<file path="config.mk">
export PLATFORM = sky130hd
export DESIGN_NAME = sequence_composition_stats_top
export DESIGN_NICKNAME = d
export VERILOG_FILES = /design/src/rtl/scs_pkg.sv /design/src/rtl/scs_front.sv /design/src/rtl/scs_queue.sv /design/src/rtl/scs_div.sv /design/src/rtl/scs_back.sv /design/src/rtl/sequence_composition_stats_top.sv
export SDC_FILE = /design/constraint.sdc
export NUM_CORES = 2
export LEC_CHECK = 0
export BUFFER_PORTS_ARGS = -buffer_cell sky130_fd_sc_hd__buf_4
export CORE_ASPECT_RATIO = 0.7
export CORE_UTILIZATION = 50
export DETAILED_ROUTE_END_ITERATION = 7
export PLACE_DENSITY = 0.77
export REMOVE_ABC_BUFFERS = 1
export SLEW_MARGIN = 20
export SYNTH_ARGS = -nofsm -noshare
export SYNTH_HDL_FRONTEND = slang
export SYNTH_HIERARCHICAL = 1
export SYNTH_SLANG_ARGS = --single-unit
export TNS_END_PERCENT = 30
</file>
<file path="constraint.sdc">
create_clock -name clk -period 23.5 [get_ports clk]
set_input_delay 1.175 -clock clk [delete_from_list [all_inputs] [get_ports clk]]
set_output_delay 1.175 -clock clk [all_outputs]
set_load 0.05 [all_outputs]
</file>
<file path="src/rtl/scs_pkg.sv">
`timescale 1ns / 1ps
// ----------------------------------------------------------------------------
// scs_pkg
// Shared types, constants and tables for the sequence composition stats block.
// ----------------------------------------------------------------------------
package scs_pkg;

	localparam int unsigned LEN_W   = 21;
	localparam logic [LEN_W-1:0] MAX_LEN = 21'd1048576;

	localparam int unsigned DIV_NW = 56;
	localparam int unsigned DIV_DW = 36;

	typedef enum logic [1:0] {
		MODE_DNA   = 2'd0,
		MODE_RNA   = 2'd1,
		MODE_AMINO = 2'd2,
		MODE_OTHER = 2'd3
	} mode_t;

	typedef enum logic [1:0] {
		OP_GC = 2'd0,
		OP_TM = 2'd1,
		OP_NM = 2'd2,
		OP_MG = 2'd3
	} div_op_t;

	typedef enum logic [1:0] {
		ST_IDLE = 2'd0,
		ST_LOAD = 2'd1,
		ST_RUN  = 2'd2,
		ST_EMIT = 2'd3
	} back_state_t;

	// Tm long rule, shifted so the dividend is never negative:
	// floor(N/D) = (N + K*D)/D - K with D = 20*tot
	localparam logic [41:0] TM_AT_STEP = 42'd3774998;
	localparam logic [41:0] TM_GC_STEP = 42'd3984918;
	localparam logic [41:0] TM_BIAS    = 42'd3442688;
	localparam logic [55:0] TM_K       = 56'd172135;
	localparam logic [55:0] NM_NUM     = 56'd65536000000;

	// snapshot of one finished sequence
	typedef struct packed {
		mode_t              mode;
		logic [LEN_W-1:0]   n;
		logic [LEN_W-1:0]   at;
		logic [LEN_W-1:0]   gc;
		logic [34:0]        gcw;
		logic [35:0]        mw_dna;
		logic [35:0]        mw_rna;
		logic [33:0]        ext;
		logic [41:0]        tmn;
		logic [24:0]        tmd;
		logic signed [35:0] pw;
		logic               sat;
	} rec_t;

	function automatic logic [14:0] residue_weight(input logic [7:0] s);
		logic [14:0] w;
		begin
			case (s)
				8'h41: w = 15'd8909;
				8'h42: w = 15'd13261;
				8'h43: w = 15'd12115;
				8'h44: w = 15'd13310;
				8'h45: w = 15'd14713;
				8'h46: w = 15'd16519;
				8'h47: w = 15'd7507;
				8'h48: w = 15'd15516;
				8'h49: w = 15'd13117;
				8'h4B: w = 15'd14619;
				8'h4C: w = 15'd13117;
				8'h4D: w = 15'd14921;
				8'h4E: w = 15'd13212;
				8'h50: w = 15'd11513;
				8'h51: w = 15'd14615;
				8'h52: w = 15'd17420;
				8'h53: w = 15'd10509;
				8'h54: w = 15'd11912;
				8'h56: w = 15'd11715;
				8'h57: w = 15'd20423;
				8'h59: w = 15'd18119;
				8'h5A: w = 15'd14664;
				default: w = 15'd0;
			endcase
			return w;
		end
	endfunction

endpackage

</file>
<file path="src/rtl/scs_front.sv">
`timescale 1ns / 1ps
// ----------------------------------------------------------------------------
// scs_front
// Classifies characters and keeps running sums; snapshots them on last.
// ----------------------------------------------------------------------------
module scs_front (
	input  logic          clk,
	input  logic          arst_n,
	input  logic          accept,
	input  logic [7:0]    symbol,
	input  logic          last,
	input  scs_pkg::mode_t mode,
	output logic          push,
	output scs_pkg::rec_t push_rec
);
	import scs_pkg::*;

	logic [LEN_W-1:0]   len_q, at_q, gc_q;
	logic [34:0]        gcw_q;
	logic [35:0]        mwd_q, mwr_q;
	logic [33:0]        ext_q;
	logic [41:0]        tmn_q;
	logic [24:0]        tmd_q;
	logic signed [35:0] pw_q;
	logic               sat_q;

	logic [LEN_W-1:0]   len_d, at_d, gc_d;
	logic [34:0]        gcw_d;
	logic [35:0]        mwd_d, mwr_d;
	logic [33:0]        ext_d;
	logic [41:0]        tmn_d;
	logic [24:0]        tmd_d;
	logic signed [35:0] pw_d;
	logic               sat_d;
	logic               is_a, is_c, is_g, is_tu, room;

	always_comb begin
		is_a  = (symbol == 8'h41);
		is_c  = (symbol == 8'h43);
		is_g  = (symbol == 8'h47);
		is_tu = (symbol == 8'h54) || (symbol == 8'h55);
		room  = (len_q < MAX_LEN);
		len_d = len_q; at_d = at_q; gc_d = gc_q; gcw_d = gcw_q;
		mwd_d = mwd_q; mwr_d = mwr_q; ext_d = ext_q;
		tmn_d = tmn_q; tmd_d = tmd_q; pw_d = pw_q;
		sat_d = sat_q | ~room;
		if (room) begin
			len_d = len_q + 1'b1;
			pw_d  = pw_q + $signed({21'd0, residue_weight(symbol)}) - 36'sd1800;
			if (is_a || is_tu) begin
				at_d  = at_q + 1'b1;
				tmn_d = tmn_q + TM_AT_STEP;
				tmd_d = tmd_q + 25'd20;
			end
			if (is_g || is_c) begin
				gc_d  = gc_q + 1'b1;
				gcw_d = gcw_q + 35'd25600;
				tmn_d = tmn_q + TM_GC_STEP;
				tmd_d = tmd_q + 25'd20;
			end
			if (is_a) begin
				mwd_d = mwd_q + 36'd31321; mwr_d = mwr_q + 36'd32921;
				ext_d = ext_q + 34'd15400;
			end
			if (is_tu) begin
				mwd_d = mwd_q + 36'd30420; mwr_d = mwr_q + 36'd30617;
				ext_d = ext_q + 34'd8800;
			end
			if (is_c) begin
				mwd_d = mwd_q + 36'd28918; mwr_d = mwr_q + 36'd30518;
				ext_d = ext_q + 34'd7300;
			end
			if (is_g) begin
				mwd_d = mwd_q + 36'd32921; mwr_d = mwr_q + 36'd34521;
				ext_d = ext_q + 34'd11700;
			end
		end
	end

	always_comb begin
		push              = accept && last;
		push_rec.mode     = mode;
		push_rec.n        = len_d;
		push_rec.at       = at_d;
		push_rec.gc       = gc_d;
		push_rec.gcw      = gcw_d;
		push_rec.mw_dna   = mwd_d + 36'd1704;
		push_rec.mw_rna   = mwr_d + 36'd15900;
		push_rec.ext      = ext_d;
		push_rec.tmn      = tmn_d - TM_BIAS;
		push_rec.tmd      = tmd_d;
		push_rec.pw       = pw_d + 36'sd1800;
		push_rec.sat      = sat_d;
	end

	always_ff @(posedge clk or negedge arst_n) begin
		if (!arst_n) begin
			len_q <= '0; at_q <= '0; gc_q <= '0; gcw_q <= '0;
			mwd_q <= '0; mwr_q <= '0; ext_q <= '0;
			tmn_q <= '0; tmd_q <= '0; pw_q <= '0; sat_q <= 1'b0;
		end else if (accept) begin
			if (last) begin
				len_q <= '0; at_q <= '0; gc_q <= '0; gcw_q <= '0;
				mwd_q <= '0; mwr_q <= '0; ext_q <= '0;
				tmn_q <= '0; tmd_q <= '0; pw_q <= '0; sat_q <= 1'b0;
			end else begin
				len_q <= len_d; at_q <= at_d; gc_q <= gc_d; gcw_q <= gcw_d;
				mwd_q <= mwd_d; mwr_q <= mwr_d; ext_q <= ext_d;
				tmn_q <= tmn_d; tmd_q <= tmd_d; pw_q <= pw_d; sat_q <= sat_d;
			end
		end
	end

endmodule

</file>
<file path="src/rtl/scs_queue.sv">
`timescale 1ns / 1ps
// ----------------------------------------------------------------------------
// scs_queue
// Two-entry queue of sequence snapshots between front and back.
// ----------------------------------------------------------------------------
module scs_queue (
	input  logic          clk,
	input  logic          arst_n,
	input  logic          push,
	input  scs_pkg::rec_t push_rec,
	input  logic          pop,
	output scs_pkg::rec_t pop_rec,
	output logic          empty,
	output logic          full
);
	import scs_pkg::*;

	rec_t       mem_q [2];
	logic       wr_q, rd_q;
	logic [1:0] cnt_q;

	assign empty   = (cnt_q == 2'd0);
	assign full    = (cnt_q == 2'd2);
	assign pop_rec = mem_q[rd_q];

	always_ff @(posedge clk) begin
		if (push) begin
			mem_q[wr_q] <= push_rec;
		end
	end

	always_ff @(posedge clk or negedge arst_n) begin
		if (!arst_n) begin
			wr_q <= 1'b0; rd_q <= 1'b0; cnt_q <= 2'd0;
		end else begin
			if (push) wr_q <= ~wr_q;
			if (pop)  rd_q <= ~rd_q;
			if (push && !pop)      cnt_q <= cnt_q + 2'd1;
			else if (pop && !push) cnt_q <= cnt_q - 2'd1;
		end
	end

endmodule

</file>
<file path="src/rtl/scs_div.sv">
`timescale 1ns / 1ps
// ----------------------------------------------------------------------------
// scs_div
// Restoring divider, one quotient bit per cycle.
// ----------------------------------------------------------------------------
module scs_div (
	input  logic                       clk,
	input  logic                       arst_n,
	input  logic                       start,
	input  logic [scs_pkg::DIV_NW-1:0] num,
	input  logic [scs_pkg::DIV_DW-1:0] den,
	output logic                       done,
	output logic [scs_pkg::DIV_NW-1:0] quo,
	output logic [scs_pkg::DIV_DW-1:0] rem
);
	import scs_pkg::*;

	localparam int unsigned CW = $clog2(DIV_NW + 1);

	logic [DIV_NW-1:0] num_q;
	logic [DIV_DW-1:0] rem_q, den_q;
	logic [CW-1:0]     cnt_q;
	logic              done_q;
	logic [DIV_DW:0]   trial;
	logic              fits;

	assign trial = {rem_q, num_q[DIV_NW-1]};
	assign fits  = (trial >= {1'b0, den_q});
	assign done  = done_q;
	assign quo   = num_q;
	assign rem   = rem_q;

	always_ff @(posedge clk) begin
		if (start) begin
			num_q <= num;
			den_q <= den;
			rem_q <= '0;
		end else if (cnt_q != '0) begin
			num_q <= {num_q[DIV_NW-2:0], fits};
			rem_q <= fits ? DIV_DW'(trial - {1'b0, den_q}) : trial[DIV_DW-1:0];
		end
	end

	always_ff @(posedge clk or negedge arst_n) begin
		if (!arst_n) begin
			cnt_q  <= '0;
			done_q <= 1'b0;
		end else begin
			done_q <= (cnt_q == CW'(1));
			if (start)             cnt_q <= CW'(DIV_NW);
			else if (cnt_q != '0)  cnt_q <= cnt_q - 1'b1;
		end
	end

endmodule

</file>
<file path="src/rtl/scs_back.sv">
`timescale 1ns / 1ps
// ----------------------------------------------------------------------------
// scs_back
// Takes snapshots from the queue, runs the four divisions, emits one result.
// ----------------------------------------------------------------------------
module scs_back (
	input  logic          clk,
	input  logic          arst_n,
	input  logic          q_empty,
	input  scs_pkg::rec_t q_rec,
	output logic          q_pop,
	output logic          result_valid,
	output logic [20:0]   seq_length,
	output logic [14:0]   gc_percent,
	output logic [35:0]   molar_weight,
	output logic [33:0]   ext_coef,
	output logic signed [18:0] melting_tm,
	output logic [23:0]   nmole_od260,
	output logic [22:0]   mg_od260,
	output logic signed [35:0] protein_weight,
	output logic          div_zero,
	output logic          overflow
);
	import scs_pkg::*;

	back_state_t state_q, state_d;
	div_op_t     op_q;
	rec_t        rec_q;
	logic        div_start, div_done;
	logic [DIV_NW-1:0] div_num, div_quo, rnd;
	logic [DIV_DW-1:0] div_den, div_rem;
	logic [35:0] mw;
	logic [14:0] gcp_q;
	logic [18:0] tm_q;
	logic [23:0] nm_q;
	logic [22:0] mg_q;
	logic [LEN_W-1:0] tot;
	logic        nucleic, ld, tot_z, ext_z;

	assign mw      = (rec_q.mode == MODE_RNA) ? rec_q.mw_rna : rec_q.mw_dna;
	assign tot     = rec_q.at + rec_q.gc;
	assign nucleic = (rec_q.mode == MODE_DNA) || (rec_q.mode == MODE_RNA);
	assign ld      = (rec_q.n >= LEN_W'(15));
	assign tot_z   = (tot == '0);
	assign ext_z   = (rec_q.ext == '0);

	always_comb begin
		case (op_q)
			OP_GC: begin
				div_num = DIV_NW'(rec_q.gcw);
				div_den = DIV_DW'(rec_q.n);
			end
			OP_TM: begin
				div_num = DIV_NW'(rec_q.tmn);
				div_den = DIV_DW'(rec_q.tmd);
			end
			OP_NM: begin
				div_num = NM_NUM;
				div_den = DIV_DW'(rec_q.ext);
			end
			default: begin
				// 655360 = 2^19 + 2^17
				div_num = DIV_NW'({mw, 19'd0}) + DIV_NW'({mw, 17'd0});
				div_den = DIV_DW'(rec_q.ext);
			end
		endcase
	end

	scs_div u_div (
		.clk    (clk),
		.arst_n (arst_n),
		.start  (div_start),
		.num    (div_num),
		.den    (div_den),
		.done   (div_done),
		.quo    (div_quo),
		.rem    (div_rem)
	);

	assign rnd = div_quo + DIV_NW'({div_rem, 1'b0} >= {1'b0, div_den});

	always_comb begin
		state_d = state_q;
		unique case (state_q)
			ST_IDLE: if (!q_empty) state_d = ST_LOAD;
			ST_LOAD: state_d = ST_RUN;
			ST_RUN:  if (div_done) state_d = (op_q == OP_MG) ? ST_EMIT : ST_LOAD;
			ST_EMIT: state_d = ST_IDLE;
			default: state_d = ST_IDLE;
		endcase
	end

	always_comb begin
		q_pop     = (state_q == ST_IDLE) && !q_empty;
		div_start = (state_q == ST_LOAD);
	end

	always_ff @(posedge clk or negedge arst_n) begin
		if (!arst_n) begin
			state_q      <= ST_IDLE;
			op_q         <= OP_GC;
			result_valid <= 1'b0;
		end else begin
			state_q      <= state_d;
			result_valid <= (state_q == ST_EMIT);
			if (q_pop) op_q <= OP_GC;
			else if (state_q == ST_RUN && div_done && op_q != OP_MG)
				op_q <= div_op_t'(op_q + 2'd1);
		end
	end

	always_ff @(posedge clk) begin
		if (q_pop) rec_q <= q_rec;
		if (state_q == ST_RUN && div_done) begin
			case (op_q)
				OP_GC:   gcp_q <= rnd[14:0];
				OP_TM:   tm_q  <= 19'(div_quo - TM_K);
				OP_NM:   nm_q  <= rnd[23:0];
				default: mg_q  <= rnd[22:0];
			endcase
		end
		if (state_q == ST_EMIT) begin
			seq_length     <= rec_q.n;
			overflow       <= rec_q.sat;
			gc_percent     <= '0;
			molar_weight   <= '0;
			ext_coef       <= '0;
			melting_tm     <= '0;
			nmole_od260    <= '0;
			mg_od260       <= '0;
			protein_weight <= '0;
			div_zero       <= 1'b0;
			if (nucleic) begin
				gc_percent   <= (rec_q.n == '0) ? '0 : gcp_q;
				molar_weight <= mw;
				ext_coef     <= rec_q.ext;
				if (!ld)
					melting_tm <= $signed(19'({rec_q.at, 9'd0} + {rec_q.gc, 10'd0}));
				else if (!tot_z)
					melting_tm <= $signed(tm_q);
				nmole_od260  <= ext_z ? '0 : nm_q;
				mg_od260     <= ext_z ? '0 : mg_q;
				div_zero     <= (rec_q.n == '0) || (ld && tot_z) || ext_z;
			end else if (rec_q.mode == MODE_AMINO) begin
				protein_weight <= rec_q.pw;
			end
		end
	end

endmodule

</file>
<file path="src/rtl/sequence_composition_stats_top.sv">
`timescale 1ns / 1ps
// ----------------------------------------------------------------------------
// sequence_composition_stats_top
// Composition, weight, extinction, Tm and OD260 figures of a character stream.
// Characters: one per cycle while busy is low; busy rises only while two finished sequences wait.
// Result: on the last character's transfer the snapshot is queued; the back end
// pops it and runs the four divisions on the one shared 56-step divider, each
// with a load state and a run state that ends on done, then an emit state. The
// back end takes one sequence at a time; one strobe per sequence.
// The receiver cannot stall. Reset clears all counts and selects DNA mode.
// ----------------------------------------------------------------------------
module sequence_composition_stats_top (
	input  logic        clk,
	input  logic        arst_n,
	input  logic        psel,
	input  logic        penable,
	input  logic        pwrite,
	input  logic [2:0]  paddr,
	input  logic [31:0] pwdata,
	output logic [31:0] prdata,
	output logic        pready,
	input  logic        start,
	output logic        busy,
	input  logic [7:0]  symbol,
	input  logic        last,
	output logic        result_valid,
	output logic [20:0] seq_length,
	output logic [14:0] gc_percent,
	output logic [35:0] molar_weight,
	output logic [33:0] ext_coef,
	output logic signed [18:0] melting_tm,
	output logic [23:0] nmole_od260,
	output logic [22:0] mg_od260,
	output logic signed [35:0] protein_weight,
	output logic        div_zero,
	output logic        overflow
);
	import scs_pkg::*;

	mode_t mode_q;
	logic  accept, push, pop, empty, full;
	rec_t  push_rec, pop_rec;

	assign pready = 1'b1;
	assign prdata = {30'd0, mode_q};
	assign busy   = full;
	assign accept = start && !busy;

	always_ff @(posedge clk or negedge arst_n) begin
		if (!arst_n) begin
			mode_q <= MODE_DNA;
		end else if (psel && penable && pwrite && paddr == 3'd0) begin
			mode_q <= mode_t'(pwdata[1:0]);
		end
	end

	scs_front u_front (
		.clk      (clk),
		.arst_n   (arst_n),
		.accept   (accept),
		.symbol   (symbol),
		.last     (last),
		.mode     (mode_q),
		.push     (push),
		.push_rec (push_rec)
	);

	scs_queue u_queue (
		.clk      (clk),
		.arst_n   (arst_n),
		.push     (push),
		.push_rec (push_rec),
		.pop      (pop),
		.pop_rec  (pop_rec),
		.empty    (empty),
		.full     (full)
	);

	scs_back u_back (
		.clk            (clk),
		.arst_n         (arst_n),
		.q_empty        (empty),
		.q_rec          (pop_rec),
		.q_pop          (pop),
		.result_valid   (result_valid),
		.seq_length     (seq_length),
		.gc_percent     (gc_percent),
		.molar_weight   (molar_weight),
		.ext_coef       (ext_coef),
		.melting_tm     (melting_tm),
		.nmole_od260    (nmole_od260),
		.mg_od260       (mg_od260),
		.protein_weight (protein_weight),
		.div_zero       (div_zero),
		.overflow       (overflow)
	);

endmodule
</file>
Word-level counts from Yosys, hierarchy flattened
Memories as Yosys holds them, arrays and structs flattened. A register that Yosys moved wholly into a read port is not among the register bits.
Cells that the tools add are included.
{"block": "totals", "elab_cells": 225, "n_memories": 1, "regBits": 745, "out_inout_bits": 245, "mem_bits_rw": 620, "in_bits": 50}
{"block": "classes", "eq_ne": 36, "n_addsub": 35, "reduce_logical": 43, "n_mux": 62, "bitwise_logic": 7, "n_lt_le_gt_ge": 4}
{"name": "u_queue.mem_q", "words": 2, "word_bits": 310, "read_ports": 1, "rd_ports_with_merged_regs": 1, "write_ports": 1, "line": "scs_queue.sv:18", "text": "rec_t mem_q [2];"}
{"op": "36-bit two-way mux", "n": 16}
{"op": "15-bit one-hot mux with 21 select lines", "n": 1}
{"op": "34-bit two-way mux", "n": 6}
{"op": "8-bit by 7-bit equality test with 1-bit output, second input constant", "n": 23}
{"op": "36-bit by 15-bit adder with 36-bit output, second input constant", "n": 5}
{"op": "21-bit two-way mux", "n": 8}
{"op": "42-bit two-way mux", "n": 4}
{"op": "56-bit one-hot mux with 3 select lines", "n": 1}
{"op": "56-bit two-way mux", "n": 2}
{"op": "36-bit by 16-bit adder with 36-bit output, second input constant", "n": 3}
{"op": "35-bit two-way mux", "n": 3}
{"op": "34-bit by 14-bit adder with 34-bit output, second input constant", "n": 3}
{"op": "25-bit two-way mux", "n": 4}
{"op": "42-bit by 22-bit adder with 42-bit output, second input constant", "n": 2}
{"op": "34-bit one-hot mux with 2 select lines", "n": 1}
{"op": "21-bit by 1-bit adder with 21-bit output, second input constant", "n": 3}
{"op": "55-bit by 53-bit adder with 56-bit output", "n": 1}
{"op": "21-bit logical NOT", "n": 2}
{"op": "42-bit by 22-bit subtractor with 42-bit output, second input constant", "n": 1}
{"op": "19-bit two-way mux", "n": 2}
{"op": "37-bit by 34-bit >= comparator with 1-bit output", "n": 1}
{"op": "37-bit by 36-bit >= comparator with 1-bit output", "n": 1}
{"op": "36-bit by 11-bit adder with 36-bit output, second input constant", "n": 1}
{"op": "36-bit by 12-bit adder with 36-bit output, second input constant", "n": 1}
{"op": "other kinds (38)", "n": 92}

Logic depth before layout (Yosys ltp)
{"block": "depth", "depth_word": 8, "ltp_mapped": 24, "mapped_depth_nobuf": 22}

Hierarchy
The synthesis kept the hierarchy.
{"mod": "scs_front", "cells_per_inst": 3351, "seq_area_each_um2": 7332.0, "instances": 1, "area_each_um2": 26335.3}
{"mod": "scs_back", "cells_per_inst": 1783, "seq_area_each_um2": 18172.4, "instances": 1, "area_each_um2": 26142.6}
{"mod": "scs_queue", "cells_per_inst": 981, "seq_area_each_um2": 18718.0, "instances": 1, "area_each_um2": 24045.6}
{"mod": "scs_div", "cells_per_inst": 733, "seq_area_each_um2": 3658.5, "instances": 1, "area_each_um2": 7559.8}
{"mod": "sequence_composition_stats_top", "cells_per_inst": 40, "seq_area_each_um2": 50.0, "instances": 1, "area_each_um2": 339.1}

Least setup slack after synthesis
OpenSTA, ideal clock, no wires.
{"block": "synth_path", "path_kind": "register -> register", "startpoint": "register u_back.state_q[0]", "endpoint": "register u_queue.cnt_q[1]", "n_path_buf": 0, "synth_period_minus_slack_ps": 23496, "arrival_ps": 23417, "path_stages_with_launch": 6, "setup_ps": 79, "required_time_ps": 23421, "setup_slack_ps": 4, "path_cell_list": "dfrtp_1 nor3_1 inv_1 ha_1 nor2_1 xor2_1"}
{"block": "synth_via", "elab_chain_len": 5, "word_cells_on_any_way": 7, "cone_classes": "1 x mux; 6 x reduce/logical"}
{"item": "start, declared", "line": "scs_back.sv:26", "text": "back_state_t state_q, state_d;"}
{"item": "start signal, assigned", "line": "scs_back.sv:104", "text": "state_q <= state_d;"}
{"item": "2-bit logical NOT (*)", "line": "scs_back.sv:94", "text": "q_pop = (state_q == ST_IDLE) && !q_empty;"}
{"item": "1-bit logical AND (*)", "line": "scs_back.sv:94"}
{"item": "net pop", "line": "sequence_composition_stats_top.sv:41", "text": "logic accept, push, pop, empty, full;"}
{"item": "1-bit logical NOT", "line": "scs_queue.sv:38", "text": "if (push && !pop) cnt_q <= cnt_q + 2'd1;"}
{"item": "1-bit logical AND", "line": "scs_queue.sv:38"}
{"item": "2-bit two-way mux or 2-bit nonzero test (tied branches)"}
{"item": "end signal, assigned", "line": "scs_queue.sv:38"}
{"item": "end signal, assigned", "line": "scs_queue.sv:39", "text": "else if (pop && !push) cnt_q <= cnt_q - 2'd1;"}
{"item": "end, declared", "line": "scs_queue.sv:20", "text": "logic [1:0] cnt_q;"}
The timed path passes the listed nets; every way through them passes the cells marked *.
A chain may end at the register's enable or synchronous reset.

==> results_dict.tcl <==
set metrics [dict create \
    run_status "completed" \
    nets 7252 \
    portBuffers 233 \
    critPathCaptureType "flip-flop" \
    ir_drop_mv 0.1244 \
    die_area_um2 170500 \
    overflow 0 \
    tightestPinTransition_ns 1.144 \
    wire_per_inst_um 23.11 \
    post_cts_resized 0 \
    crit_required_ns 24.05 \
    hold_slack_ns 0.3712 \
    cp.buffers_inverters 2 \
    setup_viol 0 \
    synth_ff_type "edfxtp_1" \
    fmax_ghz 0.1495 \
    slew-limit-headroom_pct 23.73 \
    ff_latch_area_um2 47940 \
    period_minus_slack_ns 6.688 \
    power_density_nw_per_um2 130.3 \
    start_util_pct 50.64 \
    syn_avg_cell_area_um2 12.26 \
    crit_chain "buf_4 > inv_1 > nor3_1 > a21oi_1 > a211oi_1 > ha_1 > ha_1 > a21oi_1 > o21ai_0 > nor2_1 > a21oi_1 > a2111oi_0 > a32oi_1 > or4b_2 > nor4_2 > o211ai_1 > xnor2_1" \
    netlist_instances 6888 \
    synth.ff_latch_count 1660 \
    multi_input_area_um2 33530 \
    r2r-start "u_back/op_q[0]" \
    globalRouteTotalUtil_pct 24.68 \
    cts_sinks 1660 \
    yosysWarnings 6 \
    num_vias 57110 \
    critical_path_class "in -> reg" \
    cts_setup_buffers 0 \
    grt_pass1_vias 54860 \
    ant_nets 0 \
    mostFrequentLayoutCells "edfxtp_1, nand2_1, o21ai_0" \
    start_kind "input pin" \
    final_common_cell "edfxtp_1" \
    grt_max_degree 170 \
    slowest_delay_ns 0.76 \
    crit_fanout 47 \
    chipHeight_um 345.8 \
    cts_made_buffers 159 \
    synth_cell_types 119 \
    place.gp.congestion 0.9233 \
    crit_top_cell "a21oi_1" \
    grt_pass1_wl_mm 327.1 \
    final_util_pct 55.83 \
    syn2layout_area_growth_pct 10.25 \
    htreeDepth 4 \
    rows 125 \
    insertion_delay_ns 0.84 \
    crit_arrival_ns 7.24 \
    clk_path_buf_depth 3 \
    pin_count 295 \
    drt_first_iter_violations 7070 \
    max_cap_viol_count 0 \
    die_w_um 493.1 \
    fin_area_um2 93080 \
    drt-total-wl_mm 215.9 \
    synth-edff-count 1313 \
    leakagePower_nw 35.38 \
    postCtsHoldBufs 0 \
    clockRootBuffer "clkbuf_16" \
    antenna_found_initial 6 \
    r2r-end "u_back/mg_q[20]" \
    place_area_um2 87470 \
    route.detailed.drc 0 \
    fin_skew_ns 0.05411 \
    drv_slew 0 \
    post-dp-hpwl_mm 145.2 \
    rrSetupSlack_ns 17.31 \
    fillers 13340 \
    synth_area_um2 84420 \
    drtPass1Iterations 7 \
    async_flop_share_pct 18.73 \
    core-area_um2 166700 \
    worst_slack_ns 16.81 \
    avgViaCountPerCell 6.113 \
    cp_slowest_cell "or4b_2" \
    finalSetupTns_ns 0 \
    synth_seq_area_share_pct 56.78 \
    fin_crit_sh_pct 28.46 \
    drive_above_1_share_pct 15.13 \
    clk_pin_slew_ns 0.06 \
    dpl_worst_slack_ns 16.12 \
    r2r_cells 21 \
    hold_viol 0 \
    rsz0062_at_grt "false" \
    holdCritPathClass "in -> async" \
    cts_tree "yes" \
    cp_top_family "compound AO/OA/AOI/OAI gates" \
]
-- through the flow --
stage	cells	power [mW]
2_1_floorplan	6515	8.615
3_3_place_gp	9042	9.229
3_5_place_dp	9042	9.351
4_1_cts	9338	12.11
5_1_grt	9338	12.70
6_report	9342	12.13
-- layer usage --
metal,up-vias,global-route usage [%],share of wire [%]
met5,-,0,0.0037
met4,2,6.705,2.3
met3,353,4.851,9.1
met2,2694,37.06,44
met1,28190,36.35,45
li1,25860,-,-
-- Yosys cell counts, types with 47 or more instances --
| cell | number | area share, % |
|---|---|---|
| mux2_2 | 117 | 1.6 |
| edfxtp_1 | 1313 | 47 |
| a21oi_1 | 284 | 1.7 |
| buf_4 | 54 | 0.48 |
| nand2_1 | 548 | 2.4 |
| a21o_1 | 95 | 0.84 |
| nor4_1 | 47 | 0.35 |
| xor2_1 | 196 | 2.0 |
| a22o_1 | 144 | 1.5 |
| nand3_1 | 178 | 1.1 |
| o2bb2ai_1 | 55 | 0.57 |
| a31oi_1 | 67 | 0.50 |
| nor3_1 | 113 | 0.67 |
| and2_1 | 141 | 1.0 |
| o22ai_1 | 52 | 0.39 |
| nor2b_1 | 110 | 0.82 |
| inv_1 | 228 | 1.0 |
| and3_1 | 107 | 0.79 |
| o21ai_0 | 348 | 2.1 |
| xnor2_1 | 278 | 2.9 |
| ha_1 | 216 | 3.2 |
| dfrtp_1 | 311 | 9.2 |
| mux2_4 | 290 | 5.2 |
| nand4_1 | 75 | 0.56 |
| clkbuf_1 | 275 | 1.2 |
| o31ai_1 | 61 | 0.54 |
| nor2_1 | 343 | 1.5 |
-- registers in the layout (all words and copies together) (netlist names), 24 cells and up --
register / cells
u_back/protein_weight: 36
u_front/pw_q: 36
u_front/ext_q: 32
u_back/molar_weight: 36
u_queue/mem_q: 620
u_back/nmole_od260: 24
u_back/u_div/quo: 56
u_back/u_div/rem: 36
u_back/rec_q: 310
u_back/nm_q: 24
u_back/u_div/den_q: 36
u_front/tmn_q: 41
u_front/gcw_q: 25
u_front/mwr_q: 36
u_front/mwd_q: 36
u_back/ext_coef: 34
-- cells by family (layout without fill, tap and decap cells) --
| group | count (synthesis) | in the layout | synth area share (%) |
|---|---|---|---|
| other | 4 | 52 | 0.01778 |
| XOR/XNOR | 475 | 475 | 4.937 |
| multiplexers | 442 | 442 | 7.133 |
| adder cells (fa/ha/maj) | 221 | 221 | 3.320 |
| buffers and inverters | 649 | 833 | 3.806 |
| AO/OA/AOI/OAI | 1552 | 1552 | 12.66 |
| AND/OR/NAND/NOR | 1885 | 1885 | 11.35 |
| flip-flops | 1660 | 1660 | 56.78 |
-- cell type report --
| type | instances | area share, % |
|---|---|---|
| antenna | 4 | 0.01075 |
| clock buffer | 212 | 4.725 |
| clock inverter | 84 | 1.285 |
| inverter | 232 | 0.9410 |
| multi-input combinational | 4623 | 36.02 |
| sequential | 1660 | 51.50 |
| tap | 2222 | 2.987 |
| timing repair buffer | 305 | 2.522 |
-- power breakdown --
part | internal [mW] | leakage (nW) | switching, mW | total, mW
Clock | 1.55 | 2.69 | 1.18 | 2.73
Sequential | 4.17 | 16.6 | 0.413 | 4.58
Combinational | 1.81 | 16.1 | 3.02 | 4.82
-- worst max-delay path by stage --
stage | endpoint | from | cells after the start | slack (ns)
floorplan | u_queue/cnt_q[1] | u_back/state_q[0] | 5 | 0.004
global placement | u_queue/mem_q[0][36] | symbol[2] | 18 | 16.18
detailed placement | u_queue/mem_q[0][29] | symbol[2] | 17 | 16.12
CTS | u_queue/mem_q[0][29] | symbol[2] | 17 | 16.97
global route | u_queue/mem_q[1][30] | symbol[2] | 18 | 16.49
finish | u_queue/mem_q[0][29] | symbol[2] | 17 | 16.81
Note: power is estimated with default switching activity, not from simulation.
